File: config.mk
export PLATFORM = sky130hd
export DESIGN_NAME = stx_eot_ack_frame_link_top
export DESIGN_NICKNAME = d
export VERILOG_FILES = /design/src/rtl/stx_pkg.sv /design/src/rtl/stx_eot_ack_frame_link_top.sv /design/src/rtl/stx_ctrl.sv /design/src/rtl/stx_out_fifo.sv
export VERILOG_INCLUDE_DIRS = /design/src /design/src/rtl
export SDC_FILE = /design/constraint.sdc
export NUM_CORES = 1
export LEC_CHECK = 0
export BUFFER_PORTS_ARGS = -buffer_cell sky130_fd_sc_hd__buf_2
export CAP_MARGIN = 40
export CORE_MARGIN = 1.5
export CORE_UTILIZATION = 40
export DETAILED_ROUTE_END_ITERATION = 8
export PLACE_DENSITY_LB_ADDON = 0.2
export RECOVER_POWER = 25
export SLEW_MARGIN = 5
export SYNTH_ARGS = -nofsm -noshare
export SYNTH_HDL_FRONTEND = slang
export SYNTH_HIERARCHICAL = 1
export SYNTH_SLANG_ARGS = --single-unit
File: constraint.sdc
create_clock -name clk -period 6.6 [get_ports clk]
set_input_delay 0 -clock clk [delete_from_list [all_inputs] [get_ports clk]]
set_output_delay 0 -clock clk [all_outputs]
set_load 0.05 [all_outputs]
File: src/rtl/stx_eot_ack_frame_link_top_assert.svh
// assertion macros for the framing link engine
`ifndef STX_EOT_ACK_FRAME_LINK_TOP_ASSERT_SVH
`define STX_EOT_ACK_FRAME_LINK_TOP_ASSERT_SVH

// same-cycle implication, sampled on clk, off during reset
`define STX_ASSERT_NOW(lbl, ante, cons, msg) \
	lbl: assert property (@(posedge clk) disable iff (!arst_n) (ante) |-> (cons)) \
		else $error(msg);

// next-cycle implication, sampled on clk, off during reset
`define STX_ASSERT_NEXT(lbl, ante, cons, msg) \
	lbl: assert property (@(posedge clk) disable iff (!arst_n) (ante) |=> (cons)) \
		else $error(msg);

`endif

File: src/rtl/stx_pkg.sv
// shared types, codes and constants of the framing link engine
package stx_pkg;

	localparam logic [2:0] OP_TICK       = 3'd0;
	localparam logic [2:0] OP_LINE_BYTE  = 3'd1;
	localparam logic [2:0] OP_RX_BEGIN   = 3'd2;
	localparam logic [2:0] OP_TX_BEGIN   = 3'd3;
	localparam logic [2:0] OP_PAYLOAD    = 3'd4;
	localparam logic [2:0] OP_END        = 3'd5;

	localparam logic [2:0] KIND_LINE     = 3'd0;
	localparam logic [2:0] KIND_RX_BYTE  = 3'd1;
	localparam logic [2:0] KIND_RX_DONE  = 3'd2;
	localparam logic [2:0] KIND_TX_DONE  = 3'd3;
	localparam logic [2:0] KIND_FAIL     = 3'd4;

	localparam logic [2:0] ERR_NONE      = 3'd0;
	localparam logic [2:0] ERR_START_TO  = 3'd1;
	localparam logic [2:0] ERR_BAD_START = 3'd2;
	localparam logic [2:0] ERR_GAP_TO    = 3'd3;
	localparam logic [2:0] ERR_OVERFLOW  = 3'd4;
	localparam logic [2:0] ERR_ACK_TO    = 3'd5;
	localparam logic [2:0] ERR_NOT_ACK   = 3'd6;

	localparam logic [7:0] BYTE_STX = 8'h02;
	localparam logic [7:0] BYTE_EOT = 8'h04;
	localparam logic [7:0] BYTE_ENQ = 8'h05;
	localparam logic [7:0] BYTE_ACK = 8'h06;

	localparam logic [1:0] REG_START_TO = 2'd0;
	localparam logic [1:0] REG_GAP_TO   = 2'd1;
	localparam logic [1:0] REG_ACK_TO   = 2'd2;
	localparam logic [1:0] REG_MAX_LEN  = 2'd3;

	localparam logic [15:0] RST_START_TO = 16'd3000;
	localparam logic [15:0] RST_GAP_TO   = 16'd5000;
	localparam logic [15:0] RST_ACK_TO   = 16'd3000;
	localparam logic [15:0] RST_MAX_LEN  = 16'd4096;

	localparam int OUT_DEPTH = 4;

	typedef struct packed {
		logic [15:0] start_to;
		logic [15:0] gap_to;
		logic [15:0] ack_to;
		logic [15:0] max_len;
	} cfg_t;

	typedef struct packed {
		logic [2:0]  kind;
		logic [7:0]  byte_value;
		logic [15:0] frame_length;
		logic [2:0]  error_code;
		logic        last;
	} res_t;

	typedef struct packed {
		logic [1:0] n;
		res_t       r0;
		res_t       r1;
	} push_t;

	function automatic res_t mk_res(logic [2:0] kind, logic [7:0] bv, logic [15:0] len,
		logic [2:0] err);
		res_t r;
		r.kind         = kind;
		r.byte_value   = bv;
		r.frame_length = len;
		r.error_code   = err;
		r.last         = 1'b0;
		return r;
	endfunction

endpackage

File: src/rtl/stx_eot_ack_frame_link_top.sv
// top level of the framing link engine: input register, config registers, queue
// path: input register, then the result queue, which drives the result outputs
// throughput: one item per cycle unless stalled; a two-result item puts two words out
// the input stalls only while the result queue has no room for two words
// reset: asynchronous, clears the link to idle and loads the default register values
// no clearing pass: the block takes items from the first cycle after reset
module stx_eot_ack_frame_link_top #(
	parameter int OUT_DEPTH = stx_pkg::OUT_DEPTH
) (
	input  logic        clk,
	input  logic        arst_n,
	input  logic        in_valid,
	output logic        in_stall,
	input  logic [2:0]  op,
	input  logic [7:0]  data,
	output logic        out_valid,
	input  logic        out_stall,
	output logic [2:0]  kind,
	output logic [7:0]  byte_value,
	output logic [15:0] frame_length,
	output logic [2:0]  error_code,
	output logic        last,
	input  logic        cfg_valid,
	output logic        cfg_ready,
	input  logic [1:0]  cfg_index,
	input  logic [15:0] cfg_data
);

`include "stx_eot_ack_frame_link_top_assert.svh"

	stx_pkg::cfg_t  cfg_q;
	stx_pkg::push_t push;
	stx_pkg::res_t  head;
	logic           item_valid_s1;
	logic [2:0]     op_s1;
	logic [7:0]     data_s1;
	logic           room;
	logic           process;
	logic           accept;

	assign cfg_ready = 1'b1;
	assign process   = item_valid_s1 && room;
	assign in_stall  = item_valid_s1 && !room;
	assign accept    = in_valid && !in_stall;

	always_ff @(posedge clk or negedge arst_n) begin
		if (!arst_n) begin
			cfg_q.start_to <= stx_pkg::RST_START_TO;
			cfg_q.gap_to   <= stx_pkg::RST_GAP_TO;
			cfg_q.ack_to   <= stx_pkg::RST_ACK_TO;
			cfg_q.max_len  <= stx_pkg::RST_MAX_LEN;
		end else if (cfg_valid && cfg_ready) begin
			unique case (cfg_index)
				stx_pkg::REG_START_TO: cfg_q.start_to <= cfg_data;
				stx_pkg::REG_GAP_TO:   cfg_q.gap_to   <= cfg_data;
				stx_pkg::REG_ACK_TO:   cfg_q.ack_to   <= cfg_data;
				stx_pkg::REG_MAX_LEN:  cfg_q.max_len  <= cfg_data;
			endcase
		end
	end

	always_ff @(posedge clk or negedge arst_n) begin
		if (!arst_n) begin
			item_valid_s1 <= 1'b0;
		end else if (accept) begin
			item_valid_s1 <= 1'b1;
		end else if (process) begin
			item_valid_s1 <= 1'b0;
		end
	end

	always_ff @(posedge clk) begin
		if (accept) begin
			op_s1   <= op;
			data_s1 <= data;
		end
	end

	stx_ctrl u_ctrl (
		.clk     (clk),
		.arst_n  (arst_n),
		.process (process),
		.op      (op_s1),
		.data    (data_s1),
		.cfg     (cfg_q),
		.push    (push)
	);

	stx_out_fifo #(
		.DEPTH (OUT_DEPTH)
	) u_out_fifo (
		.clk       (clk),
		.arst_n    (arst_n),
		.push      (push),
		.room      (room),
		.out_valid (out_valid),
		.out_stall (out_stall),
		.head      (head)
	);

	assign kind         = head.kind;
	assign byte_value   = head.byte_value;
	assign frame_length = head.frame_length;
	assign error_code   = head.error_code;
	assign last         = head.last;

	`STX_ASSERT_NOW(a_pair_last, push.n == 2'd2, !push.r0.last && push.r1.last, "pair last marks wrong")
	`STX_ASSERT_NOW(a_push_room, push.n != 2'd0, process, "result pushed without a processed item")
	`STX_ASSERT_NEXT(a_push_shows, push.n != 2'd0, out_valid, "pushed result not visible")
	`STX_ASSERT_NOW(a_fail_code, out_valid && kind == stx_pkg::KIND_FAIL, error_code != stx_pkg::ERR_NONE && last, "failure word without code or last")

endmodule

File: src/rtl/stx_ctrl.sv
// link state machine: state update and result words for one item
module stx_ctrl (
	input  logic           clk,
	input  logic           arst_n,
	input  logic           process,
	input  logic [2:0]     op,
	input  logic [7:0]     data,
	input  stx_pkg::cfg_t  cfg,
	output stx_pkg::push_t push
);

	typedef enum logic [2:0] {
		MODE_IDLE,
		MODE_RX_START,
		MODE_RX_BODY,
		MODE_TX_ACK1,
		MODE_TX_BODY,
		MODE_TX_ACK2
	} mode_t;

	mode_t       mode_q, mode_d;
	logic [15:0] wait_q, wait_d;
	logic [15:0] count_q, count_d;
	logic [15:0] wait_inc;
	logic [15:0] limit;
	logic [1:0]  n;
	stx_pkg::res_t r0, r1;

	assign wait_inc = (wait_q == 16'hFFFF) ? wait_q : wait_q + 16'd1;

	always_comb begin
		unique case (mode_q)
			MODE_RX_START: limit = cfg.start_to;
			MODE_RX_BODY:  limit = cfg.gap_to;
			default:       limit = cfg.ack_to;
		endcase
	end

	always_comb begin
		mode_d  = mode_q;
		wait_d  = wait_q;
		count_d = count_q;
		n       = 2'd0;
		r0      = stx_pkg::mk_res(stx_pkg::KIND_LINE, 8'h00, 16'h0000, stx_pkg::ERR_NONE);
		r1      = r0;
		unique case (op)
			stx_pkg::OP_RX_BEGIN: begin
				mode_d  = MODE_RX_START;
				wait_d  = '0;
				count_d = '0;
			end
			stx_pkg::OP_TX_BEGIN: begin
				mode_d  = MODE_TX_ACK1;
				wait_d  = '0;
				count_d = '0;
				n       = 2'd2;
				r0 = stx_pkg::mk_res(stx_pkg::KIND_LINE, stx_pkg::BYTE_ENQ, 16'h0000,
					stx_pkg::ERR_NONE);
				r1 = stx_pkg::mk_res(stx_pkg::KIND_LINE, stx_pkg::BYTE_STX, 16'h0000,
					stx_pkg::ERR_NONE);
			end
			stx_pkg::OP_TICK: begin
				if (mode_q == MODE_RX_START || mode_q == MODE_RX_BODY ||
					mode_q == MODE_TX_ACK1 || mode_q == MODE_TX_ACK2) begin
					wait_d = wait_inc;
					if (wait_inc >= limit) begin
						mode_d = MODE_IDLE;
						wait_d = '0;
						n      = 2'd1;
						unique case (mode_q)
							MODE_RX_START: r0 = stx_pkg::mk_res(stx_pkg::KIND_FAIL, 8'h00,
								16'h0000, stx_pkg::ERR_START_TO);
							MODE_RX_BODY: r0 = stx_pkg::mk_res(stx_pkg::KIND_FAIL, 8'h00,
								16'h0000, stx_pkg::ERR_GAP_TO);
							default: r0 = stx_pkg::mk_res(stx_pkg::KIND_FAIL, 8'h00,
								16'h0000, stx_pkg::ERR_ACK_TO);
						endcase
					end
				end
			end
			stx_pkg::OP_LINE_BYTE: begin
				unique case (mode_q)
					MODE_RX_START: begin
						n = 2'd1;
						wait_d = '0;
						if (data != stx_pkg::BYTE_STX) begin
							mode_d = MODE_IDLE;
							r0 = stx_pkg::mk_res(stx_pkg::KIND_FAIL, 8'h00, 16'h0000,
								stx_pkg::ERR_BAD_START);
						end else begin
							mode_d = MODE_RX_BODY;
							r0 = stx_pkg::mk_res(stx_pkg::KIND_LINE, stx_pkg::BYTE_ACK,
								16'h0000, stx_pkg::ERR_NONE);
						end
					end
					MODE_RX_BODY: begin
						wait_d = '0;
						if (data == stx_pkg::BYTE_EOT) begin
							mode_d = MODE_IDLE;
							n      = 2'd2;
							r0 = stx_pkg::mk_res(stx_pkg::KIND_LINE, stx_pkg::BYTE_ACK,
								16'h0000, stx_pkg::ERR_NONE);
							r1 = stx_pkg::mk_res(stx_pkg::KIND_RX_DONE, 8'h00, count_q,
								stx_pkg::ERR_NONE);
						end else if (count_q >= cfg.max_len) begin
							mode_d = MODE_IDLE;
							n      = 2'd1;
							r0 = stx_pkg::mk_res(stx_pkg::KIND_FAIL, 8'h00, 16'h0000,
								stx_pkg::ERR_OVERFLOW);
						end else begin
							count_d = count_q + 16'd1;
							n       = 2'd1;
							r0 = stx_pkg::mk_res(stx_pkg::KIND_RX_BYTE, data, 16'h0000,
								stx_pkg::ERR_NONE);
						end
					end
					MODE_TX_ACK1, MODE_TX_ACK2: begin
						wait_d = '0;
						if (data != stx_pkg::BYTE_ACK) begin
							mode_d = MODE_IDLE;
							n      = 2'd1;
							r0 = stx_pkg::mk_res(stx_pkg::KIND_FAIL, 8'h00, 16'h0000,
								stx_pkg::ERR_NOT_ACK);
						end else if (mode_q == MODE_TX_ACK1) begin
							mode_d = MODE_TX_BODY;
						end else begin
							mode_d = MODE_IDLE;
							n      = 2'd1;
							r0 = stx_pkg::mk_res(stx_pkg::KIND_TX_DONE, 8'h00, 16'h0000,
								stx_pkg::ERR_NONE);
						end
					end
					default: begin
					end
				endcase
			end
			stx_pkg::OP_PAYLOAD: begin
				if (mode_q == MODE_TX_BODY) begin
					n  = 2'd1;
					r0 = stx_pkg::mk_res(stx_pkg::KIND_LINE, data, 16'h0000,
						stx_pkg::ERR_NONE);
				end
			end
			stx_pkg::OP_END: begin
				if (mode_q == MODE_TX_BODY) begin
					mode_d = MODE_TX_ACK2;
					wait_d = '0;
					n      = 2'd1;
					r0 = stx_pkg::mk_res(stx_pkg::KIND_LINE, stx_pkg::BYTE_EOT, 16'h0000,
						stx_pkg::ERR_NONE);
				end
			end
			default: begin
			end
		endcase
		r0.last = (n == 2'd1);
		r1.last = 1'b1;
	end

	always_comb begin
		push.n  = process ? n : 2'd0;
		push.r0 = r0;
		push.r1 = r1;
	end

	always_ff @(posedge clk or negedge arst_n) begin
		if (!arst_n) begin
			mode_q  <= MODE_IDLE;
			wait_q  <= '0;
			count_q <= '0;
		end else if (process) begin
			mode_q  <= mode_d;
			wait_q  <= wait_d;
			count_q <= count_d;
		end
	end

endmodule

File: src/rtl/stx_out_fifo.sv
// result queue: takes up to two words a cycle, hands out one
module stx_out_fifo #(
	parameter int DEPTH = stx_pkg::OUT_DEPTH
) (
	input  logic           clk,
	input  logic           arst_n,
	input  stx_pkg::push_t push,
	output logic           room,
	output logic           out_valid,
	input  logic           out_stall,
	output stx_pkg::res_t  head
);

	localparam int PW = (DEPTH > 1) ? $clog2(DEPTH) : 1;
	localparam int CW = $clog2(DEPTH + 1);

	stx_pkg::res_t   mem_q [DEPTH];
	logic [PW-1:0]   wr_q, rd_q, wr_next;
	logic [CW-1:0]   count_q;
	logic            pop;

	function automatic logic [PW-1:0] inc(logic [PW-1:0] p);
		return (p == PW'(DEPTH - 1)) ? '0 : p + 1'b1;
	endfunction

	assign wr_next   = inc(wr_q);
	assign out_valid = (count_q != '0);
	assign room      = (count_q <= CW'(DEPTH - 2));
	assign pop       = out_valid && !out_stall;
	assign head      = mem_q[rd_q];

	always_ff @(posedge clk) begin
		if (push.n != 2'd0) begin
			mem_q[wr_q] <= push.r0;
		end
		if (push.n == 2'd2) begin
			mem_q[wr_next] <= push.r1;
		end
	end

	always_ff @(posedge clk or negedge arst_n) begin
		if (!arst_n) begin
			wr_q    <= '0;
			rd_q    <= '0;
			count_q <= '0;
		end else begin
			unique case (push.n)
				2'd1:    wr_q <= wr_next;
				2'd2:    wr_q <= inc(wr_next);
				default: wr_q <= wr_q;
			endcase
			if (pop) begin
				rd_q <= inc(rd_q);
			end
			count_q <= count_q + CW'(push.n) - CW'(pop);
		end
	end

endmodule

==> results of run 1 <==
## cell families (layout without fill, tap and decap cells)
| kind of cell | after synthesis | count (layout) | synth area share |
|---|---|---|---|
| AO/OA/AOI/OAI | 146 | 146 | 0.0757 |
| buffers and inverters | 124 | 220 | 0.0497 |
| XOR/XNOR | 15 | 15 | 0.00988 |
| multiplexers | 227 | 227 | 0.219 |
| adder cells (fa/ha/maj) | 48 | 48 | 0.0457 |
| AND/OR/NAND/NOR | 220 | 220 | 0.0915 |
| other | 3 | 30 | 0.000847 |
| flip-flops | 242 | 242 | 0.508 |
## worst max-delay path, cell delays in order, from the launching register on
cell,delay (ps)
dfrtp_1,460
nand4_2,200
or2_1,340
nor4_1,720
nor2_1,170
xor2_1,180
ha_1,310
o211ai_1,110
a21oi_1,70
o41ai_1,430
a21boi_0,220
o31ai_1,700
a41oi_1,260
inv_1,130
ha_1,260
nand2_1,80
buf_4,220
o21ai_4,240
buf_4,280
## through the flow
stage	total power, mW	cells	worst slack, ps	utilization
after global placement	3.88	1500	1160	0.430
after CTS	5.45	1590	1010	0.471
final	5.36	1590	939	0.469
after detailed placement	3.91	1505	1020	0.433
after floorplan	3.43	1052	431	-
after global routing	5.68	1590	411	0.469
## routing by layer
metal  share of wire  vias to the layer above  GRT usage
met2            0.49                      124      0.305
met4           0.017                        0     0.0367
met5               0                        -          0
met1            0.46                     4115      0.244
met3           0.032                       32     0.0208
li1                -                     4008          -
## registers in the layout (all words and copies together) (netlist names)
name,count
u_out_fifo/mem_q,124
item_valid_s1,1
u_out_fifo/wr_q,2
u_ctrl/count_q,16
u_out_fifo/rd_q,2
data_s1,8
u_out_fifo/count_q,3
cfg_q,64
op_s1,3
u_ctrl/mode_q,3
u_ctrl/wait_q,16
## cell type report
cell class,instances,area [um2]
Clock inverter,9,82.6
Inverter,44,165
Fill cell,2898,17300
Timing Repair Buffer,124,888
Sequential cell,242,6760
Clock buffer,43,817
Tap cell,442,553
Multi-Input combinational cell,686,6030
## what timing repair did
item,4_1_cts,5_1_grt
hold buffers,33,0
buffers inserted,0,0
resized for setup,0,0
hold endpoints to repair,122,0
## where the power goes
| group | total (mW) | switching, mW | internal, mW | leakage (nW) |
|---|---|---|---|---|
| sequential | 1.97 | 0.131 | 1.84 | 2.54 |
| combinational | 1.89 | 1.19 | 0.703 | 3.18 |
| clock | 1.50 | 0.607 | 0.890 | 0.448 |
## how the worst min path moves through the flow
stage,slack [ps],start,end,depth (start not counted)
floorplan,-300,arst_n,cfg_q[0],0
global placement,20,arst_n,cfg_q[58],1
detailed placement,10,arst_n,cfg_q[42],1
CTS,30,cfg_index[1],cfg_q[63],4
global route,170,data[3],data_s1[3],2
finish,170,op[1],op_s1[1],2
## cells in the final DEF, fill, tap and decap left out, types with 6 or more instances in the layout
cell type,count
nand2b_1,13
buf_2,64
dfstp_2,20
a21oi_1,38
xnor2_1,10
and3_1,6
clkbuf_8,6
conb_1,30
or3_1,6
mux4_2,31
nor2b_1,11
nand2_1,43
and2_1,22
edfxtp_1,135
nor2_1,38
nand3_1,19
buf_4,17
clkbuf_16,28
dlygate4sd3_1,32
a31oi_1,8
clkbuf_1,15
inv_1,44
nand4_1,13
ha_1,47
o21ai_0,22
nor3_1,12
dfrtp_1,86
clkinv_2,6
a22o_1,27
mux2_2,190
nor4_1,8
==> impl_results.md, run 1 <==
* Post-synthesis instance area at 0.0133 mm2
* Finish-stage setup viols at 0
* Sum of routed wire length over all layers at 29500 um
* Remaining design rule violation count at 0
* Nature of the critical path endpoint: flop
* Final slew viol count at 87
* Transition time at the pin with the least slew margin at 3250 ps
* Maximum count of clock buffers along a single path at 3
* Routed vias at 8279
* Arrival time of the worst setup path at 5910 ps
* Number of synthesized register bits at 242
* R2R Setup Slk at 940 ps
* Placed wire-length estimate at 20200 um
* Post-synthesis cell type with the largest combined area: edfxtp_1
* Kind of start point of the critical path: flop
* Fin area at 0.0153 mm2
* Netlist cell types at 76
* Run status: complete, but fails checks
* Starting utilization of the core area at 0.408
* Leading post-synthesis cells by instance count: 190 x mux2_2, 135 x edfxtp_1, 87 x dfrtp_1, 47 x ha_1, 44 x inv_1
* Share of flip-flops with an asynchronous set or reset at 0.442
* Capture point of the worst reg-to-reg path: u_out_fifo/mem_q[1][5]
* Clk slew on worst S/H paths at 60 ps
* Fraction of final layout cells with drive strength greater than 1 at 0.347
* Mean Syn Cell Area at 13.0 um2
* Achievable Freq at 0.177 GHz
* Maximum level of the CTS H-tree at 1
* CP Launch Point: u_ctrl/wait_q[5]
* Clk_lat worst skew at 550 ps
* Hold/Removal Path Class: in2reg
* Number of flops mapped to enable cells by yosys at 135
* Power density normalized to cell area at 351 mW/mm2
* Leakage at 6.17 nW
* Number of antenna violations at the first check in global routing at 0
* Area contributors post-synth: edfxtp_1 30%, dfrtp_1 16%, mux2_2 16%, mux4_2 5.2%, ha_1 4.4%
* Post-synthesis to final-layout area growth at 15.0%
* Chip Height at 185 um
* Number of top-level pins at 68
* Dominant cell by count in the synthesized netlist: mux2_2
* Wire length per cell at 18.5 um
* Critical path class: reg2reg
* Placement-stage cell area at 0.0141 mm2
* Final nets at 1208
* Highest fanout seen on the critical path at 14
* Total Negative Setup Slacks at 0 ps
* Failing checks: capacitance limit, slew limit
* Part of the cycle the worst path needs at 0.858
* Largest net degree at the start of global routing at 59
* Total Routing Usage GR at 0.178
* Reg-to-reg startpoint: u_ctrl/wait_q[5]
* Global-route congestion overflow total at 0
* Predominant post-synthesis flop cell: edfxtp_1
* Initial detailed-routing violation count at 444
* Clock sink total at 242
* Die area at 0.0344 mm2
* Root buffer cell: clkbuf_16
* Number of cells on the worst reg-to-reg path at 18
* Worst clock skew at 13.8 ps
* Num rows at 66
* Required time reported for the critical path endpoint at 6850 ps
* Hold Worst Slack at 172 ps
* Max-cap violation count at 2
* Routability cong. at 0.854
* Input/output buffers at 66
* End point of the critical path: u_out_fifo/mem_q[1][5]
* Final antenna-violating net count at 0
* Number of diodes at 0
* Worst IR Drop VDD at 0.226 mV
* Number of global-route vias before repair at 8566
* RSZ-0062 raised after global routing: false
* Clock tree from TritonCTS: yes
* First-pass GRT wire length at 47900 um
* Via density per instance at 5.21
* Portion of the post-synthesis area used by sequential elements at 0.508
* Hold Violations, Final at 0
* Cells after synthesis at 1025
* Total iterations of the first detailed-routing run at 5
* Total number of yosys warnings at 6
* Clock period minus worst slack at 5660 ps
* Top cell type's share of synthesized area at 0.305
* Clock buffers created by TritonCTS at 28
* Max transition margin at -1.17
* Die Width at 185 um
* Core Region at 0.0326 mm2
Power figures use the tool's default switching activity.
==> inputs of run 2 (changes only) <==
--- a/config.mk
+++ b/config.mk
@@ -8,6 +8,7 @@
 export LEC_CHECK = 0
 export BUFFER_PORTS_ARGS = -buffer_cell sky130_fd_sc_hd__buf_2
 export CAP_MARGIN = 40
+export CORE_ASPECT_RATIO = 0.7
 export CORE_MARGIN = 1.5
 export CORE_UTILIZATION = 40
 export DETAILED_ROUTE_END_ITERATION = 8
==> constraint.sdc (replaced) <==
create_clock -name clk -period 6.5 [get_ports clk]
set_input_delay 0 -clock clk [delete_from_list [all_inputs] [get_ports clk]]
set_output_delay 0 -clock clk [all_outputs]
set_load 0.05 [all_outputs]
==> impl_results.md, run 2 (synthesis gave the netlist of run 1 again) <==
* Run status: complete, but fails checks
* Failing checks: DRC, capacitance limit, slew limit
* Registers with the most flip-flops: u_out_fifo/mem_q (124), cfg_q (64)
* Reg-to-reg startpoint: u_ctrl/wait_q[0]
* Leading cell type in the layout, fill and taps excluded: mux2_2
* Fraction of final layout cells with drive strength greater than 1 at 0.343 (-0.00403)
* Maximum count of clock buffers along a single path at 3 (unchanged)
* Clock sink total at 242 (unchanged)
* Fillcell total at 2896 (-0.069%)
* Clock period minus worst slack at 5750 ps (+92.9 ps)
* Multi-input gate area at 0.00602 mm2 (-0.21%)
* Register with the most flip-flops: u_out_fifo/mem_q
* Highest fanout seen on the critical path at 17 (+3)
* Fin area at 0.0152 mm2 (-0.83%)
* Root buffer cell: clkbuf_16
* Post-CTS Resized at 0 (unchanged)
* Required time reported for the critical path endpoint at 6740 ps (-110 ps)
* Placement-stage cell area at 0.0141 mm2 (-0.37%)
* Register cell area after layout at 0.00676 mm2 (unchanged)
* Critical path class: reg2reg
* Power density normalized to cell area at 356 mW/mm2 (+1.7%)
* Die Width at 221 um (+19%)
* Number of top-level pins at 68 (unchanged)
* Leakage at 6.12 nW (-0.79%)
* Setup Fix Bufs, Post-CTS at 0 (unchanged)
* First-pass GRT wire length at 50100 um (+4.5%)
* Launch point of the worst hold path: data[7]
* Via density per instance at 5.39 (+3.6%)
* Max transition margin at -0.856 (+0.311)
* Arrival time of the worst setup path at 6000 ps (+90 ps)
* RSZ-0062 raised after global routing: false
* Delay of the slowest cell on the worst path at 580 ps (-140 ps)
* Flip-flop count of the largest register, all copies and words added at 124 (unchanged)
* Nature of the critical path endpoint: flop
* Max-cap violation count at 3 (+1)
* R2R Setup Slk at 750 ps (-190 ps)
* Sum of routed wire length over all layers at 31400 um (+6.4%)
* Starting utilization of the core area at 0.409 (+0.000862)
* Remaining design rule violation count at 2 (+2)
* Routability cong. at 0.820 (-4.0%)
* Worst IR Drop VDD at 0.204 mV (-9.6%)
* Design Power at 5.41 mW (+0.82%)
* Highest-delay cell along the critical path: o31ai_1
* Part of the cycle the worst path needs at 0.885 (+0.0275)
* Clk slew on worst S/H paths at 60 ps (about the same)
* Kind of start point of the critical path: flop
* Post-synthesis to final-layout area growth at 14.1%
* Number of diodes at 0 (unchanged)
* Routed vias at 8471 (+2.3%)
* Transition time at the pin with the least slew margin at 2780 ps (-466 ps)
* Die area at 0.0344 mm2 (about the same)
* Final antenna-violating net count at 0 (unchanged)
* Finish-stage setup viols at 0 (unchanged)
* Worst clock skew at 11.7 ps (-2.07 ps)
* Achievable Freq at 0.174 GHz (-1.6%)
* Total iterations of the first detailed-routing run at 7 (+2)
* Total Negative Setup Slacks at 0 ps (unchanged)
* Commonest non-fill, non-tap cells in the layout: 190 x mux2_2, 135 x edfxtp_1, 86 x dfrtp_1, 65 x buf_2, 47 x ha_1
* Global-route congestion overflow total at 0 (unchanged)
* Crit path buffers/inverters at 2 (-1)
* Initial detailed-routing violation count at 675 (+52%)
* Number of global-route vias before repair at 8504 (-0.72%)
* Num rows at 55 (-17%)
* Kind of cell with the highest combined delay on the critical path: compound AO/OA/AOI/OAI gates
* Clk_lat worst skew at 540 ps (about the same)
* Total Routing Usage GR at 0.187 (+0.00832)
* Clock tree from TritonCTS: yes
* Wire length per cell at 20.0 um (+7.7%)
* Most frequent cell on the critical path: ha_1
* Hold buffers post-CTS at 34 (+3.0%)
* Maximum level of the CTS H-tree at 1 (unchanged)
* Final slew viol count at 111 (+28%)
* Input/output buffers at 66 (unchanged)
* Cells along the critical path: ha_1, nand3_1, nor4_1, a41oi_1, nand2_1, xnor2_1, ha_1, a22o_1, o41ai_1, a21boi_0, o31ai_1, a41oi_1, inv_1, ha_1, nand2_1, o21ai_4, buf_16
* Clock buffers created by TritonCTS at 26 (-7.1%)
* Hold Violations, Final at 0 (unchanged)
* Chip Height at 156 um (-16%)
* Largest net degree at the start of global routing at 54 (-8.5%)
* Number of antenna violations at the first check in global routing at 0 (unchanged)
* CP Launch Point: u_ctrl/wait_q[0]
* Final nets at 1206 (-0.17%)
* Core Region at 0.0326 mm2 (-0.21%)
* Hold/Removal Path Class: in2reg
* Placed wire-length estimate at 21500 um (+6.5%)
## run 2: cell types whose count changed in the layout (fill, tap and decap cells not counted), sizes merged
cell / change
clkbuf: -6
clkinvlp: +2
clkdlybuf4s18: -1
clkinv: +1
dlygate4sd3: +1
inv: -1
## run 2: stage by stage
stage	util	hold WS, ps	cells	setup WS (ps)
global placement	0.430	-45.7	1483	907
global route	0.466	153	1571	173
CTS	0.469	47.5	1571	768
detailed placement	0.432	-48.0	1489	782
finish	0.466	168	1571	746
floorplan	-	-296	1052	331
## run 2: path summary, 6_finish.rpt
kind	to	depth (start not counted)
worst max-delay path	u_out_fifo/mem_q[0][8]	17
worst min-delay path	data_s1[7]	2
worst min register to register	cfg_q[13]	1
max in group asynchronous	u_ctrl/count_q[5]	5
min in group asynchronous	u_ctrl/wait_q[11]	4
worst max register to register	u_out_fifo/mem_q[0][8]	17
## run 2: final cells by class
| class | count | share of cell area |
|---|---|---|
| Sequential cell | 242 | 0.445 |
| Multi-Input combinational cell | 686 | 0.397 |
| Clock buffer | 37 | 0.0491 |
| Inverter | 44 | 0.0109 |
| Clock inverter | 11 | 0.00544 |
| Timing Repair Buffer | 124 | 0.0570 |
| Tap cell | 427 | 0.0352 |
## run 2: power by group
group	leakage [nW]	internal, mW	switching, mW
Sequential	2.54	1.87	0.146
Combinational	3.17	0.713	1.23
Clock	0.408	0.836	0.612
## run 2: layer usage
metal	routed length, um	part of all wire	track usage	vias up
met3	1380	0.044	0.0326	38
li1	-	-	-	4021
met5	0	0	0	-
met2	13200	0.42	0.272	173
met4	547	0.017	0.0374	0
met1	16200	0.52	0.290	4239
## run 2: worst reg2reg max path, stage by stage, from the launching register on
cell and delay [ps]:
dfrtp_1 450, ha_1 250, nand3_1 210, nor4_1 470, a41oi_1 220, nand2_1 170
xnor2_1 160, ha_1 280, a22o_1 230, o41ai_1 330, a21boi_0 210, o31ai_1 580
a41oi_1 240, inv_1 130, ha_1 250, nand2_1 520, o21ai_4 500, buf_16 240
==> inputs of run 3 (changes only) <==
--- a/config.mk
+++ b/config.mk
@@ -6,12 +6,13 @@
 export SDC_FILE = /design/constraint.sdc
 export NUM_CORES = 1
 export LEC_CHECK = 0
+export ABC_AREA = 1
 export BUFFER_PORTS_ARGS = -buffer_cell sky130_fd_sc_hd__buf_2
 export CAP_MARGIN = 40
 export CORE_ASPECT_RATIO = 0.7
-export CORE_MARGIN = 1.5
 export CORE_UTILIZATION = 40
 export DETAILED_ROUTE_END_ITERATION = 8
+export GPL_ROUTABILITY_DRIVEN = 0
 export PLACE_DENSITY_LB_ADDON = 0.2
 export RECOVER_POWER = 25
 export SLEW_MARGIN = 5
==> impl_results.md, run 3 <==
* Leakage at 6.58 nW (+7.4%)
* Worst hold path cell count at 4 (+2)
* Clock buffers created by TritonCTS at 27 (+3.8%)
* Number of antenna violations at the first check in global routing at 0 (unchanged)
* Transition time at the pin with the least slew margin at 3260 ps (+474 ps)
* Register cell area after layout at 0.00676 mm2 (unchanged)
* Post-synthesis to final-layout area growth at 13.5%
* Required time reported for the critical path endpoint at 6750 ps (about the same)
* RSZ-0062 raised after global routing: false
* Top cell type's share of synthesized area at 0.298 (-0.00637)
* Via density per instance at 5.17 (-4.1%)
* Mean Syn Cell Area at 8.35 um2 (-36%)
* Maximum count of clock buffers along a single path at 3 (unchanged)
* Hold/Removal Path Class: in2reg
* Power density normalized to cell area at 379 mW/mm2 (+6.4%)
* Remaining design rule violation count at 0 (-2)
* Clock sink total at 242 (unchanged)
* Root buffer cell: clkbuf_16
* Worst IR Drop VDD at 0.202 mV (-1.0%)
* Predominant post-synthesis flop cell: edfxtp_1
* Clk_lat worst skew at 560 ps (+20 ps)
* Sum of routed wire length over all layers at 35200 um (+12%)
* Post-synthesis cell type with the largest combined area: edfxtp_1
* Number of diodes at 0 (unchanged)
* Leading post-synthesis cells by instance count: 369 x nand2_1, 203 x o21ai_1, 170 x nor2_1, 154 x inv_1, 135 x edfxtp_1
* Global-route congestion overflow total at 0 (unchanged)
* Die Width at 222 um (+0.60%)
* Fillcell total at 3227 (+11%)
* First-pass GRT wire length at 56900 um (+14%)
* Kind of start point of the critical path: flop
* Capture point of the worst reg-to-reg path: u_out_fifo/mem_q[0][9]
* Share of flip-flops with an asynchronous set or reset at 0.442 (unchanged)
* Launch point of the worst hold path: cfg_valid
* Failing checks: capacitance limit, slew limit
* Number of global-route vias before repair at 10200 (+20%)
* Wire length per cell at 16.4 um (-18%)
* Highest fanout seen on the critical path at 63 (+46)
* Post-synthesis instance area at 0.0136 mm2 (+2.1%)
* Total iterations of the first detailed-routing run at 7 (unchanged)
* Fraction of final layout cells with drive strength greater than 1 at 0.0955 (-0.247)
* Achievable Freq at 0.193 GHz (+11%)
* Fin area at 0.0154 mm2 (+1.6%)
* Number of flops mapped to enable cells by yosys at 135 (unchanged)
* Finish-stage setup viols at 0 (unchanged)
* Initial detailed-routing violation count at 1093 (+62%)
* Total number of yosys warnings at 6 (unchanged)
* Chip Height at 156 um (+0.40%)
* Registers with the most flip-flops: u_out_fifo/mem_q (124), cfg_q (64)
* Input/output buffers at 66 (unchanged)
* Clk slew on worst S/H paths at 70 ps (about the same)
* Leading cell type in the layout, fill and taps excluded: nand2_1
* Placed wire-length estimate at 23700 um (+10%)
* Starting utilization of the core area at 0.406 (-0.00301)
* Max-cap violation count at 5 (+2)
* Core Region at 0.0335 mm2 (+2.9%)
* Number of cells on the worst reg-to-reg path at 22 (+5)
* Clock period minus worst slack at 5170 ps (-584 ps)
* Post-layout util at 0.460 (-0.00571)
* Part of the cycle the worst path needs at 0.795 (-0.0898)
* Num rows at 56 (+1.8%)
* Max transition margin at -1.17 (-0.316)
* Arrival time of the worst setup path at 5420 ps (-580 ps)
* Cells after synthesis at 1626 (+59%)
* Number of top-level pins at 68 (unchanged)
* Hold Violations, Final at 0 (unchanged)
* Commonest non-fill, non-tap cells in the layout: 369 x nand2_1, 203 x o21ai_1, 170 x nor2_1, 154 x inv_1, 135 x edfxtp_1
* Routed vias at 11100 (+31%)
* Worst clock skew at 22.6 ps (+10.8 ps)
* Multi-input gate area at 0.00572 mm2 (-5.0%)
* Hold buffers post-CTS at 34 (unchanged)
* Maximum level of the CTS H-tree at 1 (unchanged)
* Dominant cell by count in the synthesized netlist: nand2_1
* Largest net degree at the start of global routing at 69 (+28%)
* Area contributors post-synth: edfxtp_1 30%, dfrtp_1 16%, nand2_1 10%, o21ai_1 7.5%, nor2_1 4.7%
* Nature of the critical path endpoint: flop
* Setup Fix Bufs, Post-CTS at 0 (unchanged)
* Netlist cell types at 39 (-49%)
* Register with the most flip-flops: u_out_fifo/mem_q
* Clock tree from TritonCTS: yes
* Critical path class: reg2reg
* Final antenna-violating net count at 0 (unchanged)
* Die area at 0.0347 mm2 (+1.0%)
* Flip-flop count of the largest register, all copies and words added at 124 (unchanged)
* Hold EP: cfg_q[59]
* Final nets at 1768 (+47%)
* Portion of the post-synthesis area used by sequential elements at 0.497 (-0.0106)
* Total Negative Setup Slacks at 0 ps (unchanged)
* Final slew viol count at 200 (+80%)
* Reg-to-reg startpoint: u_ctrl/mode_q[1]
* Placement-stage cell area at 0.0142 mm2 (+0.59%)
* R2R Setup Slk at 1330 ps (+580 ps)
* Total Routing Usage GR at 0.206 (+0.0192)
* Post-CTS Resized at 0 (unchanged)
* Run status: complete, but fails checks
* Number of synthesized register bits at 242 (unchanged)
## run 3: kinds of logic after synthesis
group / Yosys count / synth area share
buffers and inverters: 271 / 0.0925
adder cells (fa/ha/maj): 48 / 0.0448
AO/OA/AOI/OAI: 323 / 0.124
XOR/XNOR: 25 / 0.0161
flip-flops: 242 / 0.497
AND/OR/NAND/NOR: 714 / 0.224
other: 3 / 0.000829
## run 3: layer usage
metal | up-vias | share of wire | GRT usage
li1 | 5525 | - | -
met1 | 5141 | 0.52 | 0.324
met2 | 351 | 0.40 | 0.292
met3 | 58 | 0.061 | 0.0288
met4 | 0 | 0.024 | 0.0529
met5 | - | 0 | 0
## run 3: how the worst max path moves through the flow
stage | cells after the start | startpoint | slack [ps] | end
final | 22 | u_ctrl/mode_q[1] | 1330 | u_out_fifo/mem_q[0][9]
after detailed placement | 20 | u_ctrl/mode_q[1] | 1430 | u_out_fifo/mem_q[0][15]
after floorplan | 17 | u_ctrl/wait_q[0] | 1040 | u_out_fifo/mem_q[3][0]
after global routing | 5 | arst_n | 590 | u_out_fifo/rd_q[0]
after global placement | 22 | u_ctrl/mode_q[1] | 1570 | u_out_fifo/mem_q[0][15]
after CTS | 22 | u_ctrl/mode_q[1] | 1370 | u_out_fifo/mem_q[0][9]
## run 3: report_power, final
group	internal, mW	switching, mW	leakage [nW]	total, mW
clock	0.986	0.653	0.479	1.64
combinational	0.597	1.63	3.54	2.23
sequential	1.86	0.118	2.56	1.98
## run 3: cell type report
class,count,area share
sequential,242,0.438
clock inverter,15,0.0123
tap,435,0.0353
inverter,161,0.0392
timing repair buffer,114,0.0548
clock buffer,35,0.0493
multi-input combinational,1140,0.371
## run 3: worst max-delay path: stages (launching register included)
cell and delay, ps:
dfrtp_1 420, inv_2 120, nand2_1 70, nor2_2 80, buf_4 230, inv_2 90, nand2_2 260, nor2_1 80
a221oi_1 280, ha_1 310, nand2_1 70, inv_1 30, o21ai_0 140, nand2_1 70, a21oi_1 200, nand3_1 130
nand3_1 190, a21oi_1 150, inv_1 100, ha_1 450, nand2_4 500, o21ai_4 450, buf_4 370
## run 3: stage by stage
| step | worst slack, ps | std cells | total power [mW] | hold slack [ps] |
|---|---|---|---|---|
| global route | 589 | 2142 | 6.19 | 125 |
| CTS | 1370 | 2141 | 5.87 | 57.8 |
| global placement | 1570 | 2049 | 4.12 | 55.7 |
| floorplan | 1040 | 1653 | 3.65 | -296 |
| detailed placement | 1430 | 2057 | 4.20 | 59.3 |
| finish | 1330 | 2142 | 5.84 | 102 |
